[src/hw/rtl/i2rm_pkg.sv]
// i2rm_pkg: types, codes and reset constants for the i2c register read master
// used by every file of the block, no dependencies
package i2rm_pkg;

    localparam int unsigned QUEUE_DEPTH_DEF = 2;

    localparam int unsigned DEV_ADDR_W = 7;
    localparam int unsigned HALF_W     = 10;
    localparam int unsigned TMO_W      = 8;
    localparam int unsigned CFG_IDX_W  = 2;
    localparam int unsigned CFG_DATA_W = 10;

    localparam logic [DEV_ADDR_W-1:0] DEV_ADDR_RST = 7'h36;
    localparam logic [HALF_W-1:0]     HALF_RST     = 10'd20;
    localparam logic [TMO_W-1:0]      TMO_RST      = 8'd250;

    localparam logic [CFG_IDX_W-1:0] CFG_DEV_ADDR = 2'd0;
    localparam logic [CFG_IDX_W-1:0] CFG_HALF     = 2'd1;
    localparam logic [CFG_IDX_W-1:0] CFG_TMO      = 2'd2;

    localparam logic OP_TICK  = 1'b0;
    localparam logic OP_START = 1'b1;

    typedef enum logic [3:0] {
        PH_IDLE    = 4'd0,
        PH_START_A = 4'd1,
        PH_START_B = 4'd2,
        PH_W_LOW   = 4'd3,
        PH_W_HIGH  = 4'd4,
        PH_A_LOW   = 4'd5,
        PH_A_HIGH  = 4'd6,
        PH_RS_LOW  = 4'd7,
        PH_R_LOW   = 4'd8,
        PH_R_HIGH  = 4'd9,
        PH_M_LOW   = 4'd10,
        PH_M_HIGH  = 4'd11,
        PH_P_LOW   = 4'd12,
        PH_P_HIGH  = 4'd13
    } t_phase;

    // which header byte is on the wire
    typedef enum logic [1:0] {
        HDR_DEV_W = 2'd0,
        HDR_REG   = 2'd1,
        HDR_DEV_R = 2'd2
    } t_hdr;

    typedef struct packed {
        logic       opcode;
        logic [7:0] reg_addr;
        logic       two_bytes;
        logic       sda_in;
    } t_in_item;

    typedef struct packed {
        logic        scl_level;
        logic        sda_pull_low;
        logic        busy_res;
        logic        done_res;
        logic [15:0] read_data;
        logic        ack_error;
    } t_res;

    typedef struct packed {
        logic [DEV_ADDR_W-1:0] device_address;
        logic [HALF_W-1:0]     half_period_ticks;
        logic [TMO_W-1:0]      ack_timeout;
    } t_cfg;

    // classified queue entry
    typedef struct packed {
        logic       is_start;
        logic [7:0] reg_addr;
        logic       two_bytes;
        logic       sda;
    } t_cmd;

    typedef struct packed {
        logic valid;
        t_cmd cmd;
    } t_q_head;

endpackage

[src/hw/rtl/i2rm_if.sv]
// i2rm_in_if / i2rm_out_if: valid-ready channels for input items and results
// depends on i2rm_pkg
interface i2rm_in_if;
    logic              valid;
    logic              ready;
    i2rm_pkg::t_in_item data;

    modport source (output valid, output data, input ready);
    modport sink   (input valid, input data, output ready);
endinterface

interface i2rm_out_if;
    logic          valid;
    logic          ready;
    i2rm_pkg::t_res data;

    modport source (output valid, output data, input ready);
    modport sink   (input valid, input data, output ready);
endinterface

[src/hw/rtl/i2rm_front.sv]
// i2rm_front: accepts input beats, classifies them and queues them for the back end
// depends on i2rm_pkg
module i2rm_front #(
    parameter int unsigned QUEUE_DEPTH = i2rm_pkg::QUEUE_DEPTH_DEF
) (
    input  logic              i_clk,
    input  logic              i_rst_n,
    input  logic              i_valid,
    input  i2rm_pkg::t_in_item i_data,
    output logic              o_ready,
    output i2rm_pkg::t_q_head o_head,
    input  logic              i_pop
);
    import i2rm_pkg::*;

    localparam int unsigned PTR_W = (QUEUE_DEPTH > 1) ? $clog2(QUEUE_DEPTH) : 1;
    localparam int unsigned CNT_W = $clog2(QUEUE_DEPTH + 1);
    localparam logic [PTR_W-1:0] PTR_LAST = PTR_W'(QUEUE_DEPTH - 1);
    localparam logic [CNT_W-1:0] CNT_FULL = CNT_W'(QUEUE_DEPTH);

    t_cmd             r_mem [QUEUE_DEPTH];
    logic [PTR_W-1:0] r_wr_ptr, n_wr_ptr;
    logic [PTR_W-1:0] r_rd_ptr, n_rd_ptr;
    logic [CNT_W-1:0] r_count, n_count;
    logic             push, pop;
    t_cmd             cmd_in;

    assign o_ready = (r_count != CNT_FULL);
    assign push    = i_valid && o_ready;
    assign pop     = i_pop && (r_count != '0);

    always_comb begin
        cmd_in.is_start  = (i_data.opcode == OP_START);
        cmd_in.reg_addr  = i_data.reg_addr;
        cmd_in.two_bytes = i_data.two_bytes;
        cmd_in.sda       = i_data.sda_in;
    end

    always_comb begin
        n_wr_ptr = r_wr_ptr;
        n_rd_ptr = r_rd_ptr;
        n_count  = r_count;
        if (push) begin
            n_wr_ptr = (r_wr_ptr == PTR_LAST) ? '0 : r_wr_ptr + 1'b1;
        end
        if (pop) begin
            n_rd_ptr = (r_rd_ptr == PTR_LAST) ? '0 : r_rd_ptr + 1'b1;
        end
        if (push && !pop) begin
            n_count = r_count + 1'b1;
        end else if (pop && !push) begin
            n_count = r_count - 1'b1;
        end
    end

    always_ff @(posedge i_clk) begin
        if (!i_rst_n) begin
            r_wr_ptr <= '0;
            r_rd_ptr <= '0;
            r_count  <= '0;
        end else begin
            r_wr_ptr <= n_wr_ptr;
            r_rd_ptr <= n_rd_ptr;
            r_count  <= n_count;
        end
    end

    always_ff @(posedge i_clk) begin
        if (push) begin
            r_mem[r_wr_ptr] <= cmd_in;
        end
    end

    assign o_head.valid = (r_count != '0);
    assign o_head.cmd   = r_mem[r_rd_ptr];

endmodule

[src/hw/rtl/i2rm_back.sv]
// i2rm_back: bus sequencer, one queued beat per cycle unless the result sink stalls, with result register
// depends on i2rm_pkg
module i2rm_back (
    input  logic              i_clk,
    input  logic              i_rst_n,
    input  i2rm_pkg::t_cfg    i_cfg,
    input  i2rm_pkg::t_q_head i_head,
    output logic              o_pop,
    output logic              o_valid,
    output i2rm_pkg::t_res    o_data,
    input  logic              i_ready
);
    import i2rm_pkg::*;

    t_phase      r_phase, n_phase;
    t_hdr        r_stage, n_stage;
    logic [3:0]  r_bit_cnt, n_bit_cnt;
    logic [7:0]  r_shift, n_shift;
    logic [9:0]  r_tick, n_tick;
    logic [7:0]  r_wait, n_wait;
    logic [15:0] r_data, n_data;
    logic        r_byte_idx, n_byte_idx;
    logic [7:0]  r_reg_addr, n_reg_addr;
    logic        r_want_two, n_want_two;
    logic        r_error, n_error;
    logic        n_done;
    logic        r_out_valid;
    t_res        r_out, res;

    logic [9:0]  len, tick_inc;
    logic        over;
    logic [3:0]  bit_inc;
    logic [7:0]  rd_shift;
    logic        step;
    t_cmd        cmd;

    assign cmd   = i_head.cmd;
    assign step  = i_head.valid && (!r_out_valid || i_ready);
    assign o_pop = step;

    // phase length counter, zero length acts as one
    assign len      = (i_cfg.half_period_ticks == '0) ? 10'd1 : i_cfg.half_period_ticks;
    assign tick_inc = r_tick + 10'd1;
    assign over     = (tick_inc >= len) || (tick_inc == '0);
    assign bit_inc  = r_bit_cnt + 4'd1;
    assign rd_shift = {r_shift[6:0], cmd.sda};

    // next state
    always_comb begin
        n_phase    = r_phase;
        n_stage    = r_stage;
        n_bit_cnt  = r_bit_cnt;
        n_shift    = r_shift;
        n_tick     = r_tick;
        n_wait     = r_wait;
        n_data     = r_data;
        n_byte_idx = r_byte_idx;
        n_reg_addr = r_reg_addr;
        n_want_two = r_want_two;
        n_error    = r_error;
        n_done     = 1'b0;
        if (cmd.is_start) begin
            // start while busy is dropped
            if (r_phase == PH_IDLE) begin
                n_reg_addr = cmd.reg_addr;
                n_want_two = cmd.two_bytes;
                n_error    = 1'b0;
                n_data     = '0;
                n_byte_idx = 1'b0;
                n_bit_cnt  = '0;
                n_wait     = '0;
                n_stage    = HDR_DEV_W;
                n_phase    = PH_START_A;
                n_tick     = '0;
            end
        end else begin
            case (r_phase)
                PH_IDLE: begin
                end
                PH_START_A, PH_W_LOW, PH_A_LOW, PH_R_LOW, PH_M_LOW, PH_P_LOW,
                PH_START_B, PH_W_HIGH, PH_RS_LOW, PH_R_HIGH, PH_M_HIGH,
                PH_P_HIGH: begin
                    n_tick = over ? 10'd0 : tick_inc;
                    if (over) begin
                        case (r_phase)
                            PH_START_A: n_phase = PH_START_B;
                            PH_START_B: begin
                                n_shift   = {i_cfg.device_address, (r_stage == HDR_DEV_R)};
                                n_bit_cnt = '0;
                                n_phase   = PH_W_LOW;
                            end
                            PH_W_LOW: n_phase = PH_W_HIGH;
                            PH_W_HIGH: begin
                                n_shift   = {r_shift[6:0], 1'b0};
                                n_bit_cnt = bit_inc;
                                if (bit_inc >= 4'd8) begin
                                    n_wait  = '0;
                                    n_phase = PH_A_LOW;
                                end else begin
                                    n_phase = PH_W_LOW;
                                end
                            end
                            PH_A_LOW: n_phase = PH_A_HIGH;
                            PH_RS_LOW: begin
                                n_stage = HDR_DEV_R;
                                n_phase = PH_START_A;
                            end
                            PH_R_LOW: n_phase = PH_R_HIGH;
                            PH_R_HIGH: begin
                                n_shift   = rd_shift;
                                n_bit_cnt = bit_inc;
                                if (bit_inc >= 4'd8) begin
                                    n_data  = {r_data[7:0], rd_shift};
                                    n_phase = PH_M_LOW;
                                end else begin
                                    n_phase = PH_R_LOW;
                                end
                            end
                            PH_M_LOW: n_phase = PH_M_HIGH;
                            PH_M_HIGH: begin
                                if (r_want_two && !r_byte_idx) begin
                                    n_byte_idx = 1'b1;
                                    n_bit_cnt  = '0;
                                    n_shift    = '0;
                                    n_phase    = PH_R_LOW;
                                end else begin
                                    n_phase = PH_P_LOW;
                                end
                            end
                            PH_P_LOW: n_phase = PH_P_HIGH;
                            PH_P_HIGH: begin
                                n_phase = PH_IDLE;
                                n_done  = 1'b1;
                            end
                            default: n_phase = PH_IDLE;
                        endcase
                    end
                end
                PH_A_HIGH: begin
                    // ack poll, one sample per tick
                    if (!cmd.sda) begin
                        n_wait = '0;
                        n_tick = '0;
                        case (r_stage)
                            HDR_DEV_W: begin
                                n_stage   = HDR_REG;
                                n_shift   = r_reg_addr;
                                n_bit_cnt = '0;
                                n_phase   = PH_W_LOW;
                            end
                            HDR_REG: n_phase = PH_RS_LOW;
                            default: begin
                                n_byte_idx = 1'b0;
                                n_bit_cnt  = '0;
                                n_shift    = '0;
                                n_phase    = PH_R_LOW;
                            end
                        endcase
                    end else if (r_wait >= i_cfg.ack_timeout) begin
                        n_error = 1'b1;
                        n_tick  = '0;
                        n_phase = PH_P_LOW;
                    end else begin
                        n_wait = r_wait + 8'd1;
                    end
                end
                default: begin
                    n_phase = PH_IDLE;
                    n_tick  = '0;
                end
            endcase
        end
    end

    // bus levels and result fields, from the state after this beat
    always_comb begin
        res.busy_res  = (n_phase != PH_IDLE);
        res.done_res  = n_done;
        res.read_data = n_data;
        res.ack_error = n_error;
        case (n_phase)
            PH_START_B: begin res.scl_level = 1'b1; res.sda_pull_low = 1'b1; end
            PH_W_LOW:   begin res.scl_level = 1'b0; res.sda_pull_low = !n_shift[7]; end
            PH_W_HIGH:  begin res.scl_level = 1'b1; res.sda_pull_low = !n_shift[7]; end
            PH_A_LOW:   begin res.scl_level = 1'b0; res.sda_pull_low = 1'b0; end
            PH_A_HIGH:  begin res.scl_level = 1'b1; res.sda_pull_low = 1'b0; end
            PH_RS_LOW:  begin res.scl_level = 1'b0; res.sda_pull_low = 1'b0; end
            PH_R_LOW:   begin res.scl_level = 1'b0; res.sda_pull_low = 1'b0; end
            PH_R_HIGH:  begin res.scl_level = 1'b1; res.sda_pull_low = 1'b0; end
            PH_M_LOW: begin
                res.scl_level    = 1'b0;
                res.sda_pull_low = n_want_two && !n_byte_idx;
            end
            PH_M_HIGH: begin
                res.scl_level    = 1'b1;
                res.sda_pull_low = n_want_two && !n_byte_idx;
            end
            PH_P_LOW:   begin res.scl_level = 1'b0; res.sda_pull_low = 1'b1; end
            PH_P_HIGH:  begin res.scl_level = 1'b1; res.sda_pull_low = 1'b1; end
            default:    begin res.scl_level = 1'b1; res.sda_pull_low = 1'b0; end
        endcase
    end

    always_ff @(posedge i_clk) begin
        if (!i_rst_n) begin
            r_phase     <= PH_IDLE;
            r_stage     <= HDR_DEV_W;
            r_bit_cnt   <= '0;
            r_shift     <= '0;
            r_tick      <= '0;
            r_wait      <= '0;
            r_data      <= '0;
            r_byte_idx  <= 1'b0;
            r_reg_addr  <= '0;
            r_want_two  <= 1'b0;
            r_error     <= 1'b0;
            r_out_valid <= 1'b0;
        end else begin
            if (step) begin
                r_phase    <= n_phase;
                r_stage    <= n_stage;
                r_bit_cnt  <= n_bit_cnt;
                r_shift    <= n_shift;
                r_tick     <= n_tick;
                r_wait     <= n_wait;
                r_data     <= n_data;
                r_byte_idx <= n_byte_idx;
                r_reg_addr <= n_reg_addr;
                r_want_two <= n_want_two;
                r_error    <= n_error;
            end
            if (step) begin
                r_out_valid <= 1'b1;
            end else if (i_ready) begin
                r_out_valid <= 1'b0;
            end
        end
    end

    always_ff @(posedge i_clk) begin
        if (step) begin
            r_out <= res;
        end
    end

    assign o_valid = r_out_valid;
    assign o_data  = r_out;

endmodule

[src/hw/rtl/i2c_register_read_master.sv]
// i2c register read master: every accepted beat (tick or start) gives one result beat
// path: an accepted beat is queued, then stepped through the sequencer into the result register
// throughput: one beat per cycle while the sink is ready, the result register refills while the sink takes it
// the input queue lets the sequencer and the input side stall independently
// reset: synchronous active low, clears the queue, the sequencer and the config to defaults
// depends on i2rm_pkg, i2rm_if, i2rm_front, i2rm_back
module i2c_register_read_master #(
    parameter int unsigned QUEUE_DEPTH = i2rm_pkg::QUEUE_DEPTH_DEF
) (
    input  logic                               i_clk,
    input  logic                               i_rst_n,
    i2rm_in_if.sink                            i_item,
    i2rm_out_if.source                         o_res,
    input  logic                               i_cfg_we,
    input  logic [i2rm_pkg::CFG_IDX_W-1:0]     i_cfg_index,
    input  logic [i2rm_pkg::CFG_DATA_W-1:0]    i_cfg_wdata
);
    import i2rm_pkg::*;

    t_cfg    r_cfg;
    t_q_head head;
    logic    pop;

    always_ff @(posedge i_clk) begin
        if (!i_rst_n) begin
            r_cfg.device_address    <= DEV_ADDR_RST;
            r_cfg.half_period_ticks <= HALF_RST;
            r_cfg.ack_timeout       <= TMO_RST;
        end else if (i_cfg_we) begin
            case (i_cfg_index)
                CFG_DEV_ADDR: r_cfg.device_address    <= i_cfg_wdata[DEV_ADDR_W-1:0];
                CFG_HALF:     r_cfg.half_period_ticks <= i_cfg_wdata[HALF_W-1:0];
                CFG_TMO:      r_cfg.ack_timeout       <= i_cfg_wdata[TMO_W-1:0];
                default: begin
                end
            endcase
        end
    end

    i2rm_front #(
        .QUEUE_DEPTH(QUEUE_DEPTH)
    ) u_front (
        .i_clk   (i_clk),
        .i_rst_n (i_rst_n),
        .i_valid (i_item.valid),
        .i_data  (i_item.data),
        .o_ready (i_item.ready),
        .o_head  (head),
        .i_pop   (pop)
    );

    i2rm_back u_back (
        .i_clk   (i_clk),
        .i_rst_n (i_rst_n),
        .i_cfg   (r_cfg),
        .i_head  (head),
        .o_pop   (pop),
        .o_valid (o_res.valid),
        .o_data  (o_res.data),
        .i_ready (o_res.ready)
    );

endmodule

[src/flat_wrapper.sv]
// flat-port wrapper written by rule: the top's interface ports become plain ports
module i2c_register_read_master_flat import i2rm_pkg::*;
#(
    parameter int unsigned QUEUE_DEPTH = i2rm_pkg::QUEUE_DEPTH_DEF
)
  (i_clk, i_rst_n, i_cfg_we, i_cfg_index, i_cfg_wdata, i_item_valid, i_item_data, i_item_ready, o_res_valid, o_res_data, o_res_ready);
  i2rm_in_if i_item_i ();
  i2rm_out_if o_res_i ();
  input  logic i_clk;
  input  logic i_rst_n;
  input  logic i_cfg_we;
  input  logic [i2rm_pkg::CFG_IDX_W-1:0] i_cfg_index;
  input  logic [i2rm_pkg::CFG_DATA_W-1:0] i_cfg_wdata;
  input wire logic [$bits(i_item_i.valid)-1:0] i_item_valid;
  input wire logic [$bits(i_item_i.data)-1:0] i_item_data;
  output wire logic [$bits(i_item_i.ready)-1:0] i_item_ready;
  output wire logic [$bits(o_res_i.valid)-1:0] o_res_valid;
  output wire logic [$bits(o_res_i.data)-1:0] o_res_data;
  input wire logic [$bits(o_res_i.ready)-1:0] o_res_ready;
  assign i_item_i.valid = i_item_valid;
  assign i_item_i.data = i_item_data;
  assign i_item_ready = i_item_i.ready;
  assign o_res_valid = o_res_i.valid;
  assign o_res_data = o_res_i.data;
  assign o_res_i.ready = o_res_ready;
  i2c_register_read_master #(.QUEUE_DEPTH(QUEUE_DEPTH)) u_core (.i_clk(i_clk), .i_rst_n(i_rst_n), .i_item(i_item_i), .o_res(o_res_i), .i_cfg_we(i_cfg_we), .i_cfg_index(i_cfg_index), .i_cfg_wdata(i_cfg_wdata));
endmodule
[config.mk]
export PLATFORM = sky130hd
export DESIGN_NAME = i2c_register_read_master_flat
export DESIGN_NICKNAME = d
export VERILOG_FILES = /design/src/hw/rtl/i2rm_pkg.sv /design/src/hw/rtl/i2rm_if.sv /design/src/hw/rtl/i2rm_front.sv /design/src/hw/rtl/i2rm_back.sv /design/src/hw/rtl/i2c_register_read_master.sv /design/src/flat_wrapper.sv
export SDC_FILE = /design/constraint.sdc
export NUM_CORES = 1
export LEC_CHECK = 0
export BUFFER_PORTS_ARGS = -buffer_cell sky130_fd_sc_hd__buf_4
export CAP_MARGIN = 40
export CORE_AREA = 2 2 118 120
export CTS_CLUSTER_SIZE = 30
export DETAILED_ROUTE_END_ITERATION = 10
export DIE_AREA = 0 0 120 122
export GPL_ROUTABILITY_DRIVEN = 0
export HOLD_SLACK_MARGIN = 0.1
export PLACE_DENSITY = 0.79
export SLEW_MARGIN = 10
export SYNTH_ARGS = -nofsm -noshare
export SYNTH_HDL_FRONTEND = slang
export SYNTH_SLANG_ARGS = --single-unit
[constraint.sdc]
create_clock -name i_clk -period 4.1 [get_ports i_clk]
set_clock_uncertainty 0.15 [all_clocks]
set_input_delay 0.205 -clock i_clk [delete_from_list [all_inputs] [get_ports i_clk]]
set_output_delay 0.205 -clock i_clk [all_outputs]
set_load 0.03 [all_outputs]
# Yosys cells after proc, flatten, opt, wreduce, memory -nomap -nowiden
# Memories as Yosys holds them, arrays and structs flattened. A register that Yosys moved wholly into a read port is not among the register bits.
# Cells that the tools add are included.
# Widths: inputs -> output; s select.
classes:
  mux: 81
  addsub: 7
  n_reduce_logical: 41
  n_lt_le_gt_ge: 3
  bitwise_logic: 3
  n_eq_ne: 46
op_table:
  columns: ["operator", "n"]
  rows:
  - ["$mux 16", 6]
  - ["$mux 8", 11]
  - ["$mux 10", 6]
  - ["$pmux 8 s2", 3]
  - ["$eq 4x4->1 const B", 11]
  - ["$mux 4", 11]
  - ["$pmux 4 s11", 1]
  - ["$pmux 8 s4", 1]
  - ["$pmux 10 s3", 1]
  - ["$eq 4x3->1 const B", 7]
  - ["$pmux 4 s3", 2]
  - ["$mux 1", 23]
  - ["$ne 3x3->1 const B", 7]
  - ["$logic_not 10->1", 2]
  - ["$mux 2", 9]
  - ["$eq 4x2->1 const B", 4]
  - ["$pmux 4 s2", 2]
  - ["$reduce_and 8->1", 2]
  - ["$pmux 2 s7", 1]
  - ["$reduce_and 7->1", 2]
  - ["$ne 4x4->1 const B", 3]
  - ["$reduce_or 12->1", 1]
  - ["$add 10x1->10 const B", 1]
  - ["$ge 10x10->1", 1]
  - ["31 further kinds", 63]
word_totals:
  ramBits: 22
  word_cells: 207
  register_bits: 114
  n_memories: 1
  in_bits: 28
memory_table:
  columns: ["memory", "words", "width", "rd", "rd_clocked_by_memory_dff", "wr", "line", "rtl"]
  rows:
  - ["u_core.u_front.r_mem", 2, 11, 1, 1, 1, "i2rm_front.sv:21", "t_cmd r_mem [QUEUE_DEPTH];"]

# Logic depth before layout (Yosys ltp)
depth:
  depth_word: 10
  depth_mapped: 16
  ltp_nobuf: 13

# Cells and area by module
# Synthesis repeated with hierarchy kept, for this count alone.
unflattened:
  cells_unflattened: 750
  area_unflattened_um2: 6940.4
modules_own_cells:
  columns: ["mod", "cells_each", "area_per_inst_um2", "n_inst", "seq_area_each_um2"]
  rows:
  - ["i2rm_back", 590, 4889.7, 1, 1911.8]
  - ["i2rm_front", 58, 1032.2, 1, 760.7]
  - ["i2c_register_read_master", 102, 1018.5, 1, 500.5]

# Worst setup path after synthesis
# No wires, ideal clock.
synth_path:
  kind: "reg2reg"
  start: "register u_core.u_back.r_tick[0]"
  end: "register u_core.u_back.r_out, in the netlist u_core.u_back.o_data[19], data pin"
  synth_period_minus_slack_ns: 3.527
  slack_ns: 0.573
  arrival_ns: 3.120
  path_stages_with_launch: 15
  cell_sequence: "dfxtp_1 > ha_1 > clkbuf_1 > nand3_1 > or3_1 > nand2_1 > ha_1 > nand4_1 > a211o_1 > o31ai_1 > or2_1 > o21ai_1 > a311oi_1 > or3_1 > o2bb2ai_1"
synth_lines:
  columns: ["element", "line", "rtl"]
  rows:
  - ["start, declared", "i2rm_back.sv:19", "logic [9:0] r_tick, n_tick;"]
  - ["start signal, assigned", "i2rm_back.sv:224", "r_tick <= n_tick;"]
  - ["end signal, assigned", "i2rm_back.sv:242", "r_out <= res;"]
  - ["end, declared", "i2rm_back.sv:28", "t_res r_out, res;"]

==> impl_metrics.csv <==
group,metric,value,unit
outcome,outcome,"finished clean",
synthesis,synth_enable_flop_cells,43,
grt,grtUsageMet1,0.301,
timing,maxSlewViolCount,0,
synthesis,synth.net_count,817,
grt,use_met2,0.396,
clocking,cts.repair_timing.setup_buffer_count,0,
pwr,seqPwrFrac,0.384,
synthesis,synthesis.area,7160,um^2
detailed_routing,route.vias.total,6122,
hold_path,hold_path.class,"input port to flop",
clocking,clock-root-buffer,"sky130_fd_sc_hd__clkbuf_16",
synthesis,synthDominantAreaCellType,"sky130_fd_sc_hd__dfxtp_1",
detailed_routing,via_per_inst,6.00,
pwr,p_leak,3.44,nW
grt,antenna_found_initial,0,
final_layout,antenna_cells_inserted,0,
clocking,cts_buffer_depth,2,
worst_setup_path,critical_path.endpoint_type,"flop",
die,top_level_pins,51,
pwr,cellInternalPower,3.01,mW
worst_setup_path,critical_path.cell_chain,"ha_1, nand3_1, or3_1, nand2_1, ha_1, nand4_1, a211o_1, o31ai_2, or2_1, o21ai_2, a311oi_1, or3_1, o2bb2ai_1",
clocking,tritoncts,"done",
timing,layout_worst_path_cycle_share,0.943,
synthesis,ys_top_cells_by_count,"sky130_fd_sc_hd__dfxtp_1 (94), sky130_fd_sc_hd__nand2_1 (86), sky130_fd_sc_hd__o21ai_0 (45)",
place,io_buffer_count,50,
pwr,switching_power_share_of_the_total,0.340,
grt,grt-ovfl-total,0,
synthesis,synth_seq_area_share,0.443,
clocking,worst_setup_hold_path_clk_slew,0.06,ns
die,die_w,120,um
detailed_routing,detail_route.wl_per_cell,16.7,um
clocking,clk-insertion-delay-late,0.43,ns
final_layout,finish.net_count,878,
synthesis,synthMostInstantiatedCell,"sky130_fd_sc_hd__dfxtp_1",
clocking,clock-sinks,137,
pwr,power.switching,1.55,mW
synthesis,synth_cell_types,80,
synthesis,synthDominantCellAreaShare,0.263,
detailed_routing,detail_route.first_pass.iterations,8,
die,rows,43,
die,start_util,0.530,
synthesis,synth_ff_type,"sky130_fd_sc_hd__dfxtp_1",
pwr,clock_power_share,0.343,
synthesis,post_synth_inst_count,767,
worst_setup_path,critPathKind,"flop to flop",
pwr,ir_drop,0.000310,V
synthesis,synth_warnings,0,
worst_setup_path,setup.worst_path.start_class,"flop",
timing,maxSlewHeadroom,0.425,
detailed_routing,detail_route.iter0.violations,536,
synthesis,syn-mean-instance-area,9.34,um^2
synthesis,yosys_register_bits,137,
grt,grt_busiest_layer,"met2",
timing,finalWorstPathRequiredPeriod,3.87,ns
timing,fmax,0.259,GHz
die,die_area,14600,um^2
synthesis,synth_top_cells_by_area,"sky130_fd_sc_hd__dfxtp_1 (26%), sky130_fd_sc_hd__edfxtp_1 (18%), sky130_fd_sc_hd__nand2_1 (4.5%)",
timing,grt_setup_unrepaired,"false",
run,maxCapViolCount,0,
worst_setup_path,worst_ep_arrival_time,3.90,ns
clocking,cts_buffers,17,
die,core-area,13500,um^2
grt,via_count_of_the_first_global_routing_pass,5905,
place,post-dp-hpwl,11.5,mm
final_layout,flow.area_growth_from_synthesis,18.9,%
die,fp.dieH,122,um
detailed_routing,drt_drc_violations_left,0,
synthesis,synth_async_sr_flop_share,0,
grt,globalRouteMet3Util,0.0557,
pwr,power.combinational.fraction,0.273,
timing,tightest_slew,0.861,ns
grt,grt_start_max_net_pins,97,
worst_setup_path,critical-path-top-delay-family,"simple AND/OR/NAND/NOR gates",
worst_setup_path,critical_path_buf_inv_count,0,
final_layout,drive_gt1_frac,0.143,
pwr,power-per-cell-area,536,nW/um^2
grt,grt.total_usage,0.242,
timing,timing.hold.ws,0.147,ns
grt,grt_pass1_wl,28.1,mm
worst_setup_path,critical-path-max-stage-delay,0.46,ns
timing,timing.setup.tns,0,ns
worst_setup_path,critical_path.slowest_cell,"sky130_fd_sc_hd__dfxtp_1",
timing,setup-violations-final,0,
detailed_routing,route.antenna.remaining_nets,0,
clocking,htreeDepth,4,
worst_setup_path,cp.required,4.13,ns
worst_setup_path,critical_path_peak_fanout,8,
timing,hold_viol_final,0,
detailed_routing,drt-total-wl,17.1,mm
## area by class of cell
class,instances,area (um^2)
timing repair buffer,89,731
clock inverter,12,138
sequential,137,3170
fill,1050,4990
tap,180,225
multi-input combinational,542,3640
inverter,41,154
clock buffer,20,458
## kinds of logic (layout without fill, tap and decap cells)
family / Yosys count / in the layout / synth area share
buf+inv: 88 / 162 / 0.0505
compound gates: 210 / 210 / 0.214
fa+ha+maj: 22 / 22 / 0.0384
mux: 31 / 31 / 0.0438
xor+xnor: 15 / 15 / 0.0183
simple gates: 264 / 264 / 0.192
flops: 137 / 137 / 0.443
## worst paths after layout
kind,endpoint,slack (ns),depth (start not counted),from
max,u_core.u_back.o_data[19]$_DFFE_PP_,0.23,13,u_core.u_back.r_tick[0]$_SDFFE_PN0P_
min,u_core.r_cfg[22]$_SDFFE_PN1P_,0.15,5,i_cfg_index[0]
max reg2reg,u_core.u_back.o_data[19]$_DFFE_PP_,0.23,13,u_core.u_back.r_tick[0]$_SDFFE_PN0P_
min reg2reg,u_core.r_cfg[0]$_SDFFE_PN0P_,0.33,2,u_core.r_cfg[0]$_SDFFE_PN0P_
## worst register-to-register path, stage by stage (launching register included)
cell                        delay (ns)
sky130_fd_sc_hd__dfxtp_1          0.46
sky130_fd_sc_hd__ha_1             0.33
sky130_fd_sc_hd__nand3_1          0.13
sky130_fd_sc_hd__or3_1            0.36
sky130_fd_sc_hd__nand2_1          0.13
sky130_fd_sc_hd__ha_1             0.23
sky130_fd_sc_hd__nand4_1          0.14
sky130_fd_sc_hd__a211o_1          0.14
sky130_fd_sc_hd__o31ai_2          0.11
sky130_fd_sc_hd__or2_1            0.30
sky130_fd_sc_hd__o21ai_2          0.34
sky130_fd_sc_hd__a311oi_1         0.25
sky130_fd_sc_hd__or3_1            0.43
sky130_fd_sc_hd__o2bb2ai_1        0.13
## layout by cell type (no fill, tap or decap), drive strengths merged, types with 20 or more instances in the layout
cell type | netlist | layout
a21oi | 25 | 25
a22oi | 25 | 25
nand2 | 86 | 86
dfxtp | 94 | 94
nor2b | 35 | 35
mux2i | 28 | 28
o21ai | 51 | 51
ha | 22 | 22
nand3 | 41 | 41
nor2 | 30 | 30
buf | 18 | 64
inv | 41 | 47
dlygate4sd3 | 0 | 25
edfxtp | 43 | 43
clkbuf | 29 | 20
## power by group through the flow
stage	Sequential (mW)	Combinational (mW)	Clock, mW
final	1.75	1.25	1.56
after global routing	1.77	1.34	1.63
after CTS	1.75	1.23	1.57
after detailed placement	1.78	1.20	0
after global placement	1.77	1.18	0
after floorplan	1.91	0.704	0
## sequential cells by signal (all words and copies together), names as in the netlist, 2 cells and up, named ones only
name	cells
u_core.r_cfg	25
u_core.u_back.r_data	16
u_core.u_front.r_count	2
u_core.u_back.r_phase	4
u_core.u_back.r_stage	2
u_core.u_back.r_shift	8
u_core.u_back.r_bit_cnt	4
u_core.u_back.r_reg_addr	8
u_core.u_front.r_mem	22
u_core.u_back.r_wait	8
u_core.u_back.o_data	21
u_core.u_back.r_tick	10
## stage by stage
stage          cells  power, mW   util  setup WS, ns  cell area, um^2
3_5_place_dp     964       2.98  0.567         0.185             7660
6_report        1021       4.56  0.631         0.232             8520
2_1_floorplan    767       2.62      -         0.573             7160
5_1_grt         1021       4.74  0.631       0.00868             8520
4_1_cts         1021       4.55  0.630         0.141             8510
3_3_place_gp     963       2.95  0.567         0.338             7650
## repair_timing
| action | 4_1_cts | 5_1_grt |
|---|---|---|
| gates resized for setup | 0 | 3 |
| hold buffers | 25 | 0 |
| setup endpoints to repair | 0 | 12 |
| hold endpoints to repair | 49 | 0 |
## per-layer routing
metal,vias to the layer above,wire length (um)
li1,2932,-
met1,2859,7190
met2,278,8050
met3,53,1250
met4,0,577
met5,-,0
Note: power is estimated with default switching activity, not from simulation.
